--- src/rtl/core/round_robin_task_scheduler_macros.svh ---
// Assertion macros for the round-robin task scheduler.
// Used by the top level only; needs nothing else.
`ifndef ROUND_ROBIN_TASK_SCHEDULER_MACROS_SVH
`define ROUND_ROBIN_TASK_SCHEDULER_MACROS_SVH

// Same-cycle implication, checked outside reset.
`define RRTS_ASSERT_NOW(label, clk, rst_n, ante, cons, msg) \
    label: assert property (@(posedge clk) disable iff (!rst_n) (ante) |-> (cons)) \
        else $error(msg);

// Next-cycle implication, checked outside reset.
`define RRTS_ASSERT_NEXT(label, clk, rst_n, ante, cons, msg) \
    label: assert property (@(posedge clk) disable iff (!rst_n) (ante) |=> (cons)) \
        else $error(msg);

`endif

--- src/rtl/core/rrts_pkg.sv ---
// Shared codes, state and command types of the round-robin task scheduler.
// No dependencies.
package rrts_pkg;

    // Request kinds.
    localparam logic [2:0] KIND_TICK  = 3'd0;
    localparam logic [2:0] KIND_SPAWN = 3'd1;
    localparam logic [2:0] KIND_YIELD = 3'd2;
    localparam logic [2:0] KIND_SLEEP = 3'd3;
    localparam logic [2:0] KIND_EXIT  = 3'd4;
    localparam logic [2:0] KIND_KILL  = 3'd5;

    // Result status codes.
    localparam logic [2:0] STS_OK        = 3'd0;
    localparam logic [2:0] STS_INVALID   = 3'd1;
    localparam logic [2:0] STS_NO_SPACE  = 3'd2;
    localparam logic [2:0] STS_NOT_FOUND = 3'd3;
    localparam logic [2:0] STS_DENIED    = 3'd4;

    // Slot states.
    localparam logic [2:0] SLOT_FREE     = 3'd0;
    localparam logic [2:0] SLOT_READY    = 3'd1;
    localparam logic [2:0] SLOT_RUNNING  = 3'd2;
    localparam logic [2:0] SLOT_SLEEPING = 3'd3;
    localparam logic [2:0] SLOT_ZOMBIE   = 3'd4;

    typedef enum logic [2:0] {
        S_IDLE,
        S_EXEC,
        S_SWEEP,
        S_PSTART,
        S_PICK,
        S_FIND,
        S_DONE
    } t_state;

    typedef enum logic [3:0] {
        CMD_NONE,
        CMD_START,
        CMD_EXEC,
        CMD_SWEEP,
        CMD_LAST,
        CMD_PSTART,
        CMD_PNEXT,
        CMD_PHIT,
        CMD_NOPICK,
        CMD_ADVANCE,
        CMD_KILL,
        CMD_NOTFOUND
    } t_cmd;

    typedef struct packed {
        t_cmd cmd;
        logic load;
    } t_ctl;

    typedef struct packed {
        logic walk_end;
        logic ready_here;
        logic wrap_stop;
        logic id_hit;
    } t_dp_status;

endpackage

--- src/rtl/core/rrts_req_if.sv ---
// Request channel of the round-robin task scheduler.
// No dependencies.
interface rrts_req_if;
    logic        valid;
    logic        ready;
    logic [2:0]  kind;
    logic        entry_present;
    logic        protect_flag;
    logic [31:0] sleep_ticks;
    logic [15:0] target_id;

    modport source (output valid, kind, entry_present, protect_flag, sleep_ticks,
                    target_id, input ready);
    modport sink (input valid, kind, entry_present, protect_flag, sleep_ticks,
                  target_id, output ready);
endinterface

--- src/rtl/core/rrts_rsp_if.sv ---
// Result channel of the round-robin task scheduler.
// No dependencies.
interface rrts_rsp_if;
    logic        valid;
    logic        ready;
    logic [2:0]  status;
    logic [15:0] task_id;
    logic        run_valid;
    logic [4:0]  live_tasks;

    modport source (output valid, status, task_id, run_valid, live_tasks, input ready);
    modport sink (input valid, status, task_id, run_valid, live_tasks, output ready);
endinterface

--- src/rtl/core/rrts_ctrl.sv ---
// Sequencing state machine of the round-robin task scheduler.
// Depends on rrts_pkg; drives the datapath through rrts_pkg::t_ctl.
module rrts_ctrl (
    input  logic                i_clk,
    input  logic                i_rst_n,
    input  logic                i_req_valid,
    input  logic [2:0]          i_kind,
    input  rrts_pkg::t_dp_status i_dp,
    input  logic                i_out_free,
    output logic                o_req_ready,
    output rrts_pkg::t_ctl      o_ctl
);

    rrts_pkg::t_state r_state, n_state;

    always_ff @(posedge i_clk) begin
        if (!i_rst_n) begin
            r_state <= rrts_pkg::S_IDLE;
        end else begin
            r_state <= n_state;
        end
    end

    always_comb begin
        n_state     = r_state;
        o_req_ready = 1'b0;
        o_ctl.cmd   = rrts_pkg::CMD_NONE;
        o_ctl.load  = 1'b0;
        case (r_state)
            rrts_pkg::S_IDLE: begin
                o_req_ready = 1'b1;
                if (i_req_valid) begin
                    o_ctl.cmd = rrts_pkg::CMD_START;
                    if (i_kind == rrts_pkg::KIND_TICK) begin
                        n_state = rrts_pkg::S_SWEEP;
                    end else if (i_kind == rrts_pkg::KIND_KILL) begin
                        n_state = rrts_pkg::S_FIND;
                    end else begin
                        n_state = rrts_pkg::S_EXEC;
                    end
                end
            end
            rrts_pkg::S_EXEC: begin
                o_ctl.cmd = rrts_pkg::CMD_EXEC;
                n_state   = rrts_pkg::S_DONE;
            end
            rrts_pkg::S_SWEEP: begin
                if (i_dp.walk_end) begin
                    o_ctl.cmd = rrts_pkg::CMD_LAST;
                    n_state   = rrts_pkg::S_PSTART;
                end else begin
                    o_ctl.cmd = rrts_pkg::CMD_SWEEP;
                end
            end
            rrts_pkg::S_PSTART: begin
                o_ctl.cmd = rrts_pkg::CMD_PSTART;
                n_state   = rrts_pkg::S_PICK;
            end
            rrts_pkg::S_PICK: begin
                if (i_dp.walk_end) begin
                    o_ctl.cmd = rrts_pkg::CMD_NOPICK;
                    n_state   = rrts_pkg::S_DONE;
                end else if (i_dp.ready_here) begin
                    o_ctl.cmd = rrts_pkg::CMD_PHIT;
                    n_state   = rrts_pkg::S_DONE;
                end else if (i_dp.wrap_stop) begin
                    o_ctl.cmd = rrts_pkg::CMD_NOPICK;
                    n_state   = rrts_pkg::S_DONE;
                end else begin
                    o_ctl.cmd = rrts_pkg::CMD_PNEXT;
                end
            end
            rrts_pkg::S_FIND: begin
                if (i_dp.walk_end) begin
                    o_ctl.cmd = rrts_pkg::CMD_NOTFOUND;
                    n_state   = rrts_pkg::S_DONE;
                end else if (i_dp.id_hit) begin
                    o_ctl.cmd = rrts_pkg::CMD_KILL;
                    n_state   = rrts_pkg::S_DONE;
                end else begin
                    o_ctl.cmd = rrts_pkg::CMD_ADVANCE;
                end
            end
            rrts_pkg::S_DONE: begin
                if (i_out_free) begin
                    o_ctl.load = 1'b1;
                    n_state    = rrts_pkg::S_IDLE;
                end
            end
            default: begin
                n_state = rrts_pkg::S_IDLE;
            end
        endcase
    end

endmodule

--- src/rtl/core/rrts_dp.sv ---
// Task table, list pointers and walk registers of the round-robin task scheduler.
// Depends on rrts_pkg; commanded by rrts_ctrl.
module rrts_dp #(
    parameter int MAX_SLOTS = 16
) (
    input  logic                 i_clk,
    input  logic                 i_rst_n,
    input  rrts_pkg::t_cmd       i_cmd,
    input  logic [2:0]           i_kind,
    input  logic                 i_entry_present,
    input  logic                 i_protect_flag,
    input  logic [31:0]          i_sleep_ticks,
    input  logic [15:0]          i_target_id,
    output rrts_pkg::t_dp_status o_dp,
    output logic [2:0]           o_status,
    output logic [15:0]          o_task_id,
    output logic                 o_run_valid,
    output logic [4:0]           o_live_tasks
);

    localparam int IW = (MAX_SLOTS > 1) ? $clog2(MAX_SLOTS) : 1;
    localparam int PW = $clog2(MAX_SLOTS + 1);
    localparam logic [PW-1:0] NONE = PW'(MAX_SLOTS);

    // Task table.
    logic [2:0]    r_slot_st   [MAX_SLOTS];
    logic [31:0]   r_slot_wake [MAX_SLOTS];
    logic [15:0]   r_slot_id   [MAX_SLOTS];
    logic          r_slot_prot [MAX_SLOTS];
    logic [PW-1:0] r_slot_succ [MAX_SLOTS];

    logic [PW-1:0] r_head, r_tail, r_last, r_total;
    logic [IW-1:0] r_cur;
    logic [15:0]   r_next_id;
    logic [31:0]   r_tick;

    // Walk registers.
    logic [PW-1:0] r_ptr, r_prev, r_start, r_cnt;

    // Latched request.
    logic [2:0]  r_kind;
    logic        r_entry, r_prot;
    logic [31:0] r_ticks;
    logic [15:0] r_target;

    // Result.
    logic [2:0]  r_status;
    logic [15:0] r_id;
    logic        r_runv;

    logic          ptr_ok;
    logic [IW-1:0] pi;
    logic [2:0]    ptr_st;
    logic [PW-1:0] ptr_succ, wrap_nt, last_succ, pick_start;
    logic          free_found;
    logic [IW-1:0] free_idx;
    logic          cur_live;

    assign ptr_ok   = r_ptr < NONE;
    assign pi       = r_ptr[IW-1:0];
    assign ptr_st   = r_slot_st[pi];
    assign ptr_succ = r_slot_succ[pi];
    assign wrap_nt  = (ptr_succ >= NONE) ? r_head : ptr_succ;
    assign last_succ  = ptr_ok ? ptr_succ : NONE;
    assign pick_start = (last_succ < NONE) ? last_succ : r_head;
    assign cur_live = (r_slot_st[r_cur] != rrts_pkg::SLOT_FREE) &&
                      (r_slot_st[r_cur] != rrts_pkg::SLOT_ZOMBIE);

    assign o_dp.walk_end   = !ptr_ok || (r_cnt >= NONE);
    assign o_dp.ready_here = ptr_ok && (ptr_st == rrts_pkg::SLOT_READY);
    assign o_dp.wrap_stop  = (wrap_nt >= NONE) || (wrap_nt == r_start) ||
                             ((r_cnt + PW'(1)) >= NONE);
    assign o_dp.id_hit     = ptr_ok && (r_slot_id[pi] == r_target);

    // Lowest free slot.
    always_comb begin
        free_found = 1'b0;
        free_idx   = '0;
        for (int i = MAX_SLOTS - 1; i >= 0; i--) begin
            if (r_slot_st[i] == rrts_pkg::SLOT_FREE) begin
                free_found = 1'b1;
                free_idx   = IW'(i);
            end
        end
    end

    // Wake times hold no reset; they are read only for sleeping slots.
    always_ff @(posedge i_clk) begin
        if (i_cmd == rrts_pkg::CMD_EXEC && r_kind == rrts_pkg::KIND_SLEEP && cur_live) begin
            r_slot_wake[r_cur] <= r_tick + r_ticks;
        end
    end

    always_ff @(posedge i_clk) begin
        if (!i_rst_n) begin
            for (int i = 0; i < MAX_SLOTS; i++) begin
                r_slot_st[i]   <= rrts_pkg::SLOT_FREE;
                r_slot_id[i]   <= '0;
                r_slot_prot[i] <= 1'b0;
                r_slot_succ[i] <= NONE;
            end
            r_slot_st[0]   <= rrts_pkg::SLOT_READY;
            r_slot_prot[0] <= 1'b1;
            r_head    <= '0;
            r_tail    <= '0;
            r_last    <= '0;
            r_cur     <= '0;
            r_next_id <= 16'd1;
            r_total   <= PW'(1);
            r_tick    <= '0;
            r_ptr     <= '0;
            r_prev    <= NONE;
            r_start   <= '0;
            r_cnt     <= '0;
            r_status  <= rrts_pkg::STS_OK;
            r_id      <= '0;
            r_runv    <= 1'b0;
        end else begin
            case (i_cmd)
                rrts_pkg::CMD_START: begin
                    r_kind   <= i_kind;
                    r_entry  <= i_entry_present;
                    r_prot   <= i_protect_flag;
                    r_ticks  <= i_sleep_ticks;
                    r_target <= i_target_id;
                    r_ptr    <= r_head;
                    r_prev   <= NONE;
                    r_cnt    <= '0;
                    r_status <= rrts_pkg::STS_OK;
                    r_id     <= '0;
                    r_runv   <= 1'b0;
                    if (i_kind == rrts_pkg::KIND_TICK) begin
                        r_tick <= r_tick + 32'd1;
                    end
                end
                rrts_pkg::CMD_EXEC: begin
                    if (r_kind == rrts_pkg::KIND_SPAWN) begin
                        if (!r_entry) begin
                            r_status <= rrts_pkg::STS_INVALID;
                        end else if (r_total >= NONE || !free_found) begin
                            r_status <= rrts_pkg::STS_NO_SPACE;
                        end else begin
                            r_slot_st[free_idx]   <= rrts_pkg::SLOT_READY;
                            r_slot_id[free_idx]   <= r_next_id;
                            r_slot_prot[free_idx] <= r_prot;
                            r_slot_succ[free_idx] <= NONE;
                            r_id      <= r_next_id;
                            r_next_id <= r_next_id + 16'd1;
                            if (r_head >= NONE) begin
                                r_head <= PW'(free_idx);
                            end else begin
                                r_slot_succ[r_tail[IW-1:0]] <= PW'(free_idx);
                            end
                            r_tail  <= PW'(free_idx);
                            r_total <= r_total + PW'(1);
                        end
                    end else if (r_kind == rrts_pkg::KIND_YIELD ||
                                 r_kind == rrts_pkg::KIND_SLEEP ||
                                 r_kind == rrts_pkg::KIND_EXIT) begin
                        if (!cur_live) begin
                            r_status <= rrts_pkg::STS_NOT_FOUND;
                        end else begin
                            if (r_kind == rrts_pkg::KIND_YIELD) begin
                                r_slot_st[r_cur] <= rrts_pkg::SLOT_READY;
                            end else if (r_kind == rrts_pkg::KIND_SLEEP) begin
                                r_slot_st[r_cur] <= rrts_pkg::SLOT_SLEEPING;
                            end else begin
                                r_slot_st[r_cur] <= rrts_pkg::SLOT_ZOMBIE;
                            end
                            r_cur <= '0;
                        end
                    end else begin
                        r_status <= rrts_pkg::STS_INVALID;
                    end
                end
                rrts_pkg::CMD_SWEEP: begin
                    // Unlink zombies and wake due sleepers in one pass.
                    if (ptr_st == rrts_pkg::SLOT_ZOMBIE) begin
                        if (r_prev < NONE) begin
                            r_slot_succ[r_prev[IW-1:0]] <= ptr_succ;
                        end else begin
                            r_head <= ptr_succ;
                        end
                        if (ptr_succ >= NONE) begin
                            r_tail <= r_prev;
                        end
                        if (r_last == r_ptr) begin
                            r_last <= NONE;
                        end
                        if (r_total != '0) begin
                            r_total <= r_total - PW'(1);
                        end
                        r_slot_st[pi] <= rrts_pkg::SLOT_FREE;
                    end else begin
                        if (ptr_st == rrts_pkg::SLOT_SLEEPING && r_slot_wake[pi] <= r_tick) begin
                            r_slot_st[pi] <= rrts_pkg::SLOT_READY;
                        end
                        r_prev <= r_ptr;
                    end
                    r_ptr <= ptr_succ;
                    r_cnt <= r_cnt + PW'(1);
                end
                rrts_pkg::CMD_LAST: begin
                    r_ptr <= r_last;
                end
                rrts_pkg::CMD_PSTART: begin
                    r_ptr   <= pick_start;
                    r_start <= pick_start;
                    r_cnt   <= '0;
                end
                rrts_pkg::CMD_PNEXT: begin
                    r_ptr <= wrap_nt;
                    r_cnt <= r_cnt + PW'(1);
                end
                rrts_pkg::CMD_PHIT: begin
                    r_slot_st[pi] <= rrts_pkg::SLOT_RUNNING;
                    r_last <= r_ptr;
                    r_cur  <= pi;
                    r_runv <= 1'b1;
                    r_id   <= r_slot_id[pi];
                end
                rrts_pkg::CMD_NOPICK: begin
                    r_runv <= 1'b0;
                end
                rrts_pkg::CMD_ADVANCE: begin
                    r_ptr <= ptr_succ;
                    r_cnt <= r_cnt + PW'(1);
                end
                rrts_pkg::CMD_KILL: begin
                    if (r_slot_prot[pi] || pi == r_cur) begin
                        r_status <= rrts_pkg::STS_DENIED;
                    end else begin
                        r_slot_st[pi] <= rrts_pkg::SLOT_ZOMBIE;
                    end
                end
                rrts_pkg::CMD_NOTFOUND: begin
                    r_status <= rrts_pkg::STS_NOT_FOUND;
                end
                default: begin
                end
            endcase
        end
    end

    assign o_status     = r_status;
    assign o_task_id    = r_id;
    assign o_run_valid  = r_runv;
    assign o_live_tasks = 5'(r_total);

endmodule

--- src/rtl/core/round_robin_task_scheduler.sv ---
// Round-robin task scheduler: a cooperative task table with a list in spawn order.
// A request is latched when taken and its result leaves through a one-deep output
// register. Spawn, yield, sleep, exit and unknown kinds pass through the execute state
// and then the done state, which waits for room in the output register. Kill walks the
// task list one slot per cycle until the target id matches or the list ends. Tick makes
// one pass over the list that frees exited tasks and wakes due sleepers, takes a step to
// find where the round-robin scan starts, then scans one slot per cycle until a ready
// task is found or the scan comes back round. A new request is taken as soon as the
// previous one has been handed to the output register, even while that result still
// waits to be taken. There are no configuration registers.
// Depends on rrts_pkg, rrts_req_if, rrts_rsp_if, rrts_ctrl, rrts_dp and the macro header.
`include "round_robin_task_scheduler_macros.svh"

module round_robin_task_scheduler #(
    parameter int MAX_SLOTS = 16
) (
    input  logic      i_clk,
    input  logic      i_rst_n,
    rrts_req_if.sink  i_req,
    rrts_rsp_if.source o_rsp
);

    rrts_pkg::t_ctl       ctl;
    rrts_pkg::t_dp_status dp_sts;
    logic                 out_free;
    logic [2:0]           dp_status;
    logic [15:0]          dp_task_id;
    logic                 dp_run_valid;
    logic [4:0]           dp_live;

    logic        r_out_valid;
    logic [2:0]  r_out_status;
    logic [15:0] r_out_task_id;
    logic        r_out_run_valid;
    logic [4:0]  r_out_live;

    // The output register can take a new result when empty or being drained.
    assign out_free = !r_out_valid || o_rsp.ready;

    rrts_ctrl u_ctrl (
        .i_clk       (i_clk),
        .i_rst_n     (i_rst_n),
        .i_req_valid (i_req.valid),
        .i_kind      (i_req.kind),
        .i_dp        (dp_sts),
        .i_out_free  (out_free),
        .o_req_ready (i_req.ready),
        .o_ctl       (ctl)
    );

    rrts_dp #(
        .MAX_SLOTS (MAX_SLOTS)
    ) u_dp (
        .i_clk           (i_clk),
        .i_rst_n         (i_rst_n),
        .i_cmd           (ctl.cmd),
        .i_kind          (i_req.kind),
        .i_entry_present (i_req.entry_present),
        .i_protect_flag  (i_req.protect_flag),
        .i_sleep_ticks   (i_req.sleep_ticks),
        .i_target_id     (i_req.target_id),
        .o_dp            (dp_sts),
        .o_status        (dp_status),
        .o_task_id       (dp_task_id),
        .o_run_valid     (dp_run_valid),
        .o_live_tasks    (dp_live)
    );

    always_ff @(posedge i_clk) begin
        if (!i_rst_n) begin
            r_out_valid <= 1'b0;
        end else if (ctl.load) begin
            r_out_valid <= 1'b1;
        end else if (o_rsp.ready) begin
            r_out_valid <= 1'b0;
        end
    end

    always_ff @(posedge i_clk) begin
        if (ctl.load) begin
            r_out_status    <= dp_status;
            r_out_task_id   <= dp_task_id;
            r_out_run_valid <= dp_run_valid;
            r_out_live      <= dp_live;
        end
    end

    assign o_rsp.valid      = r_out_valid;
    assign o_rsp.status     = r_out_status;
    assign o_rsp.task_id    = r_out_task_id;
    assign o_rsp.run_valid  = r_out_run_valid;
    assign o_rsp.live_tasks = r_out_live;

    // A waiting result is never overwritten.
    `RRTS_ASSERT_NOW(a_no_overwrite, i_clk, i_rst_n, r_out_valid && !o_rsp.ready, !ctl.load, "result overwritten while waiting")
    // A loaded result is presented on the next cycle.
    `RRTS_ASSERT_NEXT(a_load_shows, i_clk, i_rst_n, ctl.load, o_rsp.valid, "loaded result not presented")
    // After a request is taken the block is busy with it.
    `RRTS_ASSERT_NEXT(a_busy_after_accept, i_clk, i_rst_n, i_req.valid && i_req.ready, !i_req.ready, "request taken while busy")

endmodule

--- src/flat_wrapper.sv ---
// flat-port wrapper written by rule: the top's interface ports become plain ports
module round_robin_task_scheduler_flat 
#(
    parameter int MAX_SLOTS = 16
)
  (i_clk, i_rst_n, i_req_valid, i_req_kind, i_req_entry_present, i_req_protect_flag, i_req_sleep_ticks, i_req_target_id, i_req_ready, o_rsp_valid, o_rsp_status, o_rsp_task_id, o_rsp_run_valid, o_rsp_live_tasks, o_rsp_ready);
  rrts_req_if i_req_i ();
  rrts_rsp_if o_rsp_i ();
  input  logic i_clk;
  input  logic i_rst_n;
  input wire logic [$bits(i_req_i.valid)-1:0] i_req_valid;
  input wire logic [$bits(i_req_i.kind)-1:0] i_req_kind;
  input wire logic [$bits(i_req_i.entry_present)-1:0] i_req_entry_present;
  input wire logic [$bits(i_req_i.protect_flag)-1:0] i_req_protect_flag;
  input wire logic [$bits(i_req_i.sleep_ticks)-1:0] i_req_sleep_ticks;
  input wire logic [$bits(i_req_i.target_id)-1:0] i_req_target_id;
  output wire logic [$bits(i_req_i.ready)-1:0] i_req_ready;
  output wire logic [$bits(o_rsp_i.valid)-1:0] o_rsp_valid;
  output wire logic [$bits(o_rsp_i.status)-1:0] o_rsp_status;
  output wire logic [$bits(o_rsp_i.task_id)-1:0] o_rsp_task_id;
  output wire logic [$bits(o_rsp_i.run_valid)-1:0] o_rsp_run_valid;
  output wire logic [$bits(o_rsp_i.live_tasks)-1:0] o_rsp_live_tasks;
  input wire logic [$bits(o_rsp_i.ready)-1:0] o_rsp_ready;
  assign i_req_i.valid = i_req_valid;
  assign i_req_i.kind = i_req_kind;
  assign i_req_i.entry_present = i_req_entry_present;
  assign i_req_i.protect_flag = i_req_protect_flag;
  assign i_req_i.sleep_ticks = i_req_sleep_ticks;
  assign i_req_i.target_id = i_req_target_id;
  assign i_req_ready = i_req_i.ready;
  assign o_rsp_valid = o_rsp_i.valid;
  assign o_rsp_status = o_rsp_i.status;
  assign o_rsp_task_id = o_rsp_i.task_id;
  assign o_rsp_run_valid = o_rsp_i.run_valid;
  assign o_rsp_live_tasks = o_rsp_i.live_tasks;
  assign o_rsp_i.ready = o_rsp_ready;
  round_robin_task_scheduler #(.MAX_SLOTS(MAX_SLOTS)) u_core (.i_clk(i_clk), .i_rst_n(i_rst_n), .i_req(i_req_i), .o_rsp(o_rsp_i));
endmodule
--- config.mk ---
export PLATFORM = sky130hd
export DESIGN_NAME = round_robin_task_scheduler_flat
export DESIGN_NICKNAME = d
export VERILOG_FILES = /design/src/rtl/core/rrts_pkg.sv /design/src/rtl/core/rrts_req_if.sv /design/src/rtl/core/rrts_rsp_if.sv /design/src/rtl/core/rrts_ctrl.sv /design/src/rtl/core/rrts_dp.sv /design/src/rtl/core/round_robin_task_scheduler.sv /design/src/flat_wrapper.sv
export VERILOG_INCLUDE_DIRS = /design/src /design/src/rtl/core
export SDC_FILE = /design/constraint.sdc
export NUM_CORES = 2
export LEC_CHECK = 0
export BUFFER_PORTS_ARGS = -buffer_cell sky130_fd_sc_hd__buf_2
export CAP_MARGIN = 15
export CORE_ASPECT_RATIO = 0.7
export CORE_UTILIZATION = 63
export CTS_CLUSTER_DIAMETER = 100
export DETAILED_ROUTE_END_ITERATION = 7
export HOLD_SLACK_MARGIN = 0.02
export PLACE_DENSITY = 0.81
export SYNTH_ARGS = -nofsm -noshare
export SYNTH_HDL_FRONTEND = slang
export SYNTH_SLANG_ARGS = --single-unit
--- constraint.sdc ---
create_clock -name i_clk -period 8.6 [get_ports i_clk]
set_clock_uncertainty 0.1 [all_clocks]
set_input_delay 0.86 -clock i_clk [delete_from_list [all_inputs] [get_ports i_clk]]
set_output_delay 0.86 -clock i_clk [all_outputs]
set_load 0.05 [all_outputs]
==> qor.txt <==
Die area -> 0.0800 mm2
Status -> complete, but fails checks
Total Power -> 14.1 mW
First-pass GRT wire length -> 194000 um
Min cycle time layout -> 6.22 ns
Crit path largest cell delay -> 0.75 ns
Drt drc -> 6
Worst IR Drop VDD -> 232 uV
Startpoint of the worst hold path -> i_req_target_id[14]
Mapped Cells -> 3380
Achievable clock frequency -> 161 MHz
Unrepaired setup endpoints after global routing -> false
Crit path cell chain -> buf_12 > nor2b_1 > a221o_1 > xnor2_1 > a211oi_1 > nor4b_4 > nand2_1 > a2111oi_0 > a211oi_1 > nor2b_1 > a221oi_1 > a21oi_1
CP max FO -> 74
Largest net degree at the start of global routing -> 97
TritonCTS Buffers -> 100
Final period utilization -> 72.3%
Post-route ant nets -> 0
Critical Path Source Type -> flip-flop
Worst skew pair latency -> 0.68 ns
Primary FF master, synth -> edfxtp_1
Largest family of logic cells by synthesized area -> multiplexers
Failing checks -> DRC
Avg Inst Size Synth -> 14.7 um2
H-tree levels -> 3
Hold Fails Final Rpt -> 0
TNS Setup -> 0 ns
Post-Place Worst Slack -> 2.49 ns
Number of global-route vias before repair -> 31000
Vias per cell -> 6.85
Post-synthesis simple-gate area fraction -> 10.2%
Final instance area -> 0.0548 mm2
Global Route Usage Sum -> 33.2%
Layout cells sized above 1 -> 18.9%
Relative slew slack -> 17.2%
Req. time, crit path -> 8.97 ns
Placer Congestion -> 0.991
Syn. warnings -> 0
Finish-stage setup viols -> 0
Post-synth EDFFs -> 958
CTS Hold Bufs -> 0
Iter 0 DRT Violations -> 4853
DP HPWL -> 80700 um
Leakage power -> 18.3 nW
Clk pin slew, worst setup/hold paths -> 0.07 ns
Setup CP Type -> flip-flop to flip-flop
TritonCTS Sinks -> 1113
Post-Synth Adder-Cell Area -> 1.82%
Post-CTS Setup Repair Bufs -> 0
CTS Root Cell -> clkbuf_16
Die outline width -> 338 um
PD cells -> 258 mW/mm2
Setup WS post-layout -> 2.38 ns
CTS tree -> yes
DR pass1 iterations -> 8
Slew @ Worst Pin -> 1.24 ns
Max-cap viol count -> 0
Initial Util -> 64.1%
Maximum root-to-sink buffer count -> 3
Area growth from synthesis to final layout -> 10.4%
Slowest library cell on the worst path -> dfxtp_4
Post-Syn Area -> 0.0497 mm2
Rows -> 85
WL final -> 131000 um
CTS resizes -> 0
Ys async rst share -> 0%
Synth cell types -> 86
Hold_ws -> 0.250 ns
Post-detailed-route wirelength per cell -> 28.5 um
Sequential share of the synthesized area -> 64.2%
Syn nets -> 3508
Port Buffers -> 83
CORE AREA -> 0.0774 mm2
Die Y -> 237 um
Nets -> 3578
Crit path DAT -> 6.60 ns
Crit path capture type -> flip-flop
Post-synthesis compound-gate area fraction -> 6.46%
GR Overflow Total -> 0
DP Area -> 0.0512 mm2
Mux share of post-synthesis cell area -> 13.1%
Xor and xnor area share after synthesis -> 1.85%
Ports -> 84
Routed vias -> 31400
Pins Over Slew Limit -> 0
Initial antenna violation count -> 1
Post-synthesis register bit count -> 1113
Hold Path Class -> input pin to flip-flop
[layer usage]
layer	vias to the layer above	share of wire (%)	track usage, %
met5	-	0.014	0
met2	2350	45	49.3
met3	304	14	9.82
met1	15600	38	48.1
met4	2	2.8	9.32
li1	13100	-	-
[sequential cells by signal (all words and copies together), names as in the netlist, 16 cells and up, named ones only]
| register | cells |
|---|---|
| u_core.o_rsp.task_id | 16 |
| u_core.u_dp.o_task_id | 16 |
| u_core.u_dp.r_next_id | 16 |
| u_core.u_dp.r_slot_id | 256 |
| u_core.u_dp.r_slot_prot | 16 |
| u_core.u_dp.r_slot_st | 48 |
| u_core.u_dp.r_slot_succ | 80 |
| u_core.u_dp.r_slot_wake | 512 |
| u_core.u_dp.r_target | 16 |
| u_core.u_dp.r_tick | 32 |
| u_core.u_dp.r_ticks | 32 |
[Yosys cell counts (17+ instances only)]
| library cell | count | area, um2 |
|---|---|---|
| mux2_2 | 22 | 248 |
| ha_1 | 69 | 863 |
| edfxtp_1 | 958 | 28800 |
| nand4_1 | 18 | 113 |
| nor2b_1 | 29 | 181 |
| nand3b_1 | 22 | 165 |
| mux4_2 | 237 | 5340 |
| a211oi_1 | 30 | 225 |
| a21o_1 | 23 | 173 |
| nand2b_1 | 18 | 113 |
| nor3_1 | 48 | 240 |
| or3_1 | 21 | 131 |
| nor2_1 | 269 | 1010 |
| nand3_1 | 66 | 330 |
| clkbuf_1 | 141 | 529 |
| nand2_1 | 191 | 717 |
| dfxtp_1 | 155 | 3100 |
| o22ai_1 | 70 | 438 |
| buf_6 | 17 | 191 |
| xnor2_1 | 71 | 622 |
| a22oi_1 | 29 | 218 |
| inv_1 | 66 | 248 |
| a21oi_1 | 109 | 546 |
| mux2i_1 | 72 | 721 |
| and2_1 | 268 | 1680 |
| xor2_1 | 34 | 298 |
| o21ai_0 | 100 | 500 |
[critical path: cells and delay by family, from the launching register on]
| kind | cells | cell delay (ns) |
|---|---|---|
| AO/OA/AOI/OAI | 6 | 2.59 |
| AND/OR/NAND/NOR | 4 | 1.87 |
| flip-flops | 1 | 0.75 |
| buffers and inverters | 1 | 0.48 |
| XOR/XNOR | 1 | 0.08 |
[placed cells by master (no fill, tap or decap), types with 29 or more instances in the layout]
cell type and count:
edfxtp_1 958, and2_1 268, mux4_2 237, nor2_1 233
nand2_1 191, dfxtp_1 151, a21oi_1 108, clkbuf_16 105
o21ai_0 84, buf_2 82, buf_4 75, mux2i_1 72
xnor2_1 71, o22ai_1 70, ha_1 69, inv_1 66
nand3_1 66, nor3_1 48, xor2_1 34, a211oi_1 30
nor2b_1 29, a22oi_1 29
[path summary, 6_finish.rpt]
| path | endpoint | slack [ns] | cells past startpoint |
|---|---|---|---|
| max | flip-flop | 2.38 | 12 |
| min | u_core.u_dp.r_target[14]$_DFFE_PP_ | 0.25 | 1 |
| max reg2reg | flip-flop | 2.38 | 12 |
| min reg2reg | u_core.o_rsp.task_id[5]$_DFFE_PP_ | 0.35 | 0 |
[cell families (layout without fill, tap and decap cells)]
| family | after synthesis | after routing |
|---|---|---|
| other | 0 | 1 |
| AO/OA/AOI/OAI | 492 | 492 |
| flip-flops | 1113 | 1113 |
| multiplexers | 339 | 339 |
| AND/OR/NAND/NOR | 996 | 996 |
| adder cells (fa/ha/maj) | 71 | 71 |
| buffers and inverters | 264 | 421 |
| XOR/XNOR | 105 | 105 |
[through the flow]
stage	utilization (%)	instances
CTS	70.6	4561
detailed placement	66.1	4372
global placement	66.1	4372
global route	70.8	4581
finish	70.8	4582
floorplan	-	3380
[final cells by class]
cell class                 count  area (um2)
antenna                        1        2.50
clock buffer                 150        2960
clock inverter                39         472
fill                        4859       22600
inverter                      69         263
multi-input combinational   2003       16900
sequential                  1113       31900
tap                         1044        1310
timing repair buffer         163        1100
[report_power, final]
part / total [mW] / internal [mW] / switching [mW]
combinational: 3.10 / 1.27 / 1.84
sequential: 6.38 / 6.11 / 0.262
clock: 4.64 / 2.66 / 1.99
total: 14.1 / 10.0 / 4.09
Power figures use the tool's default switching activity.
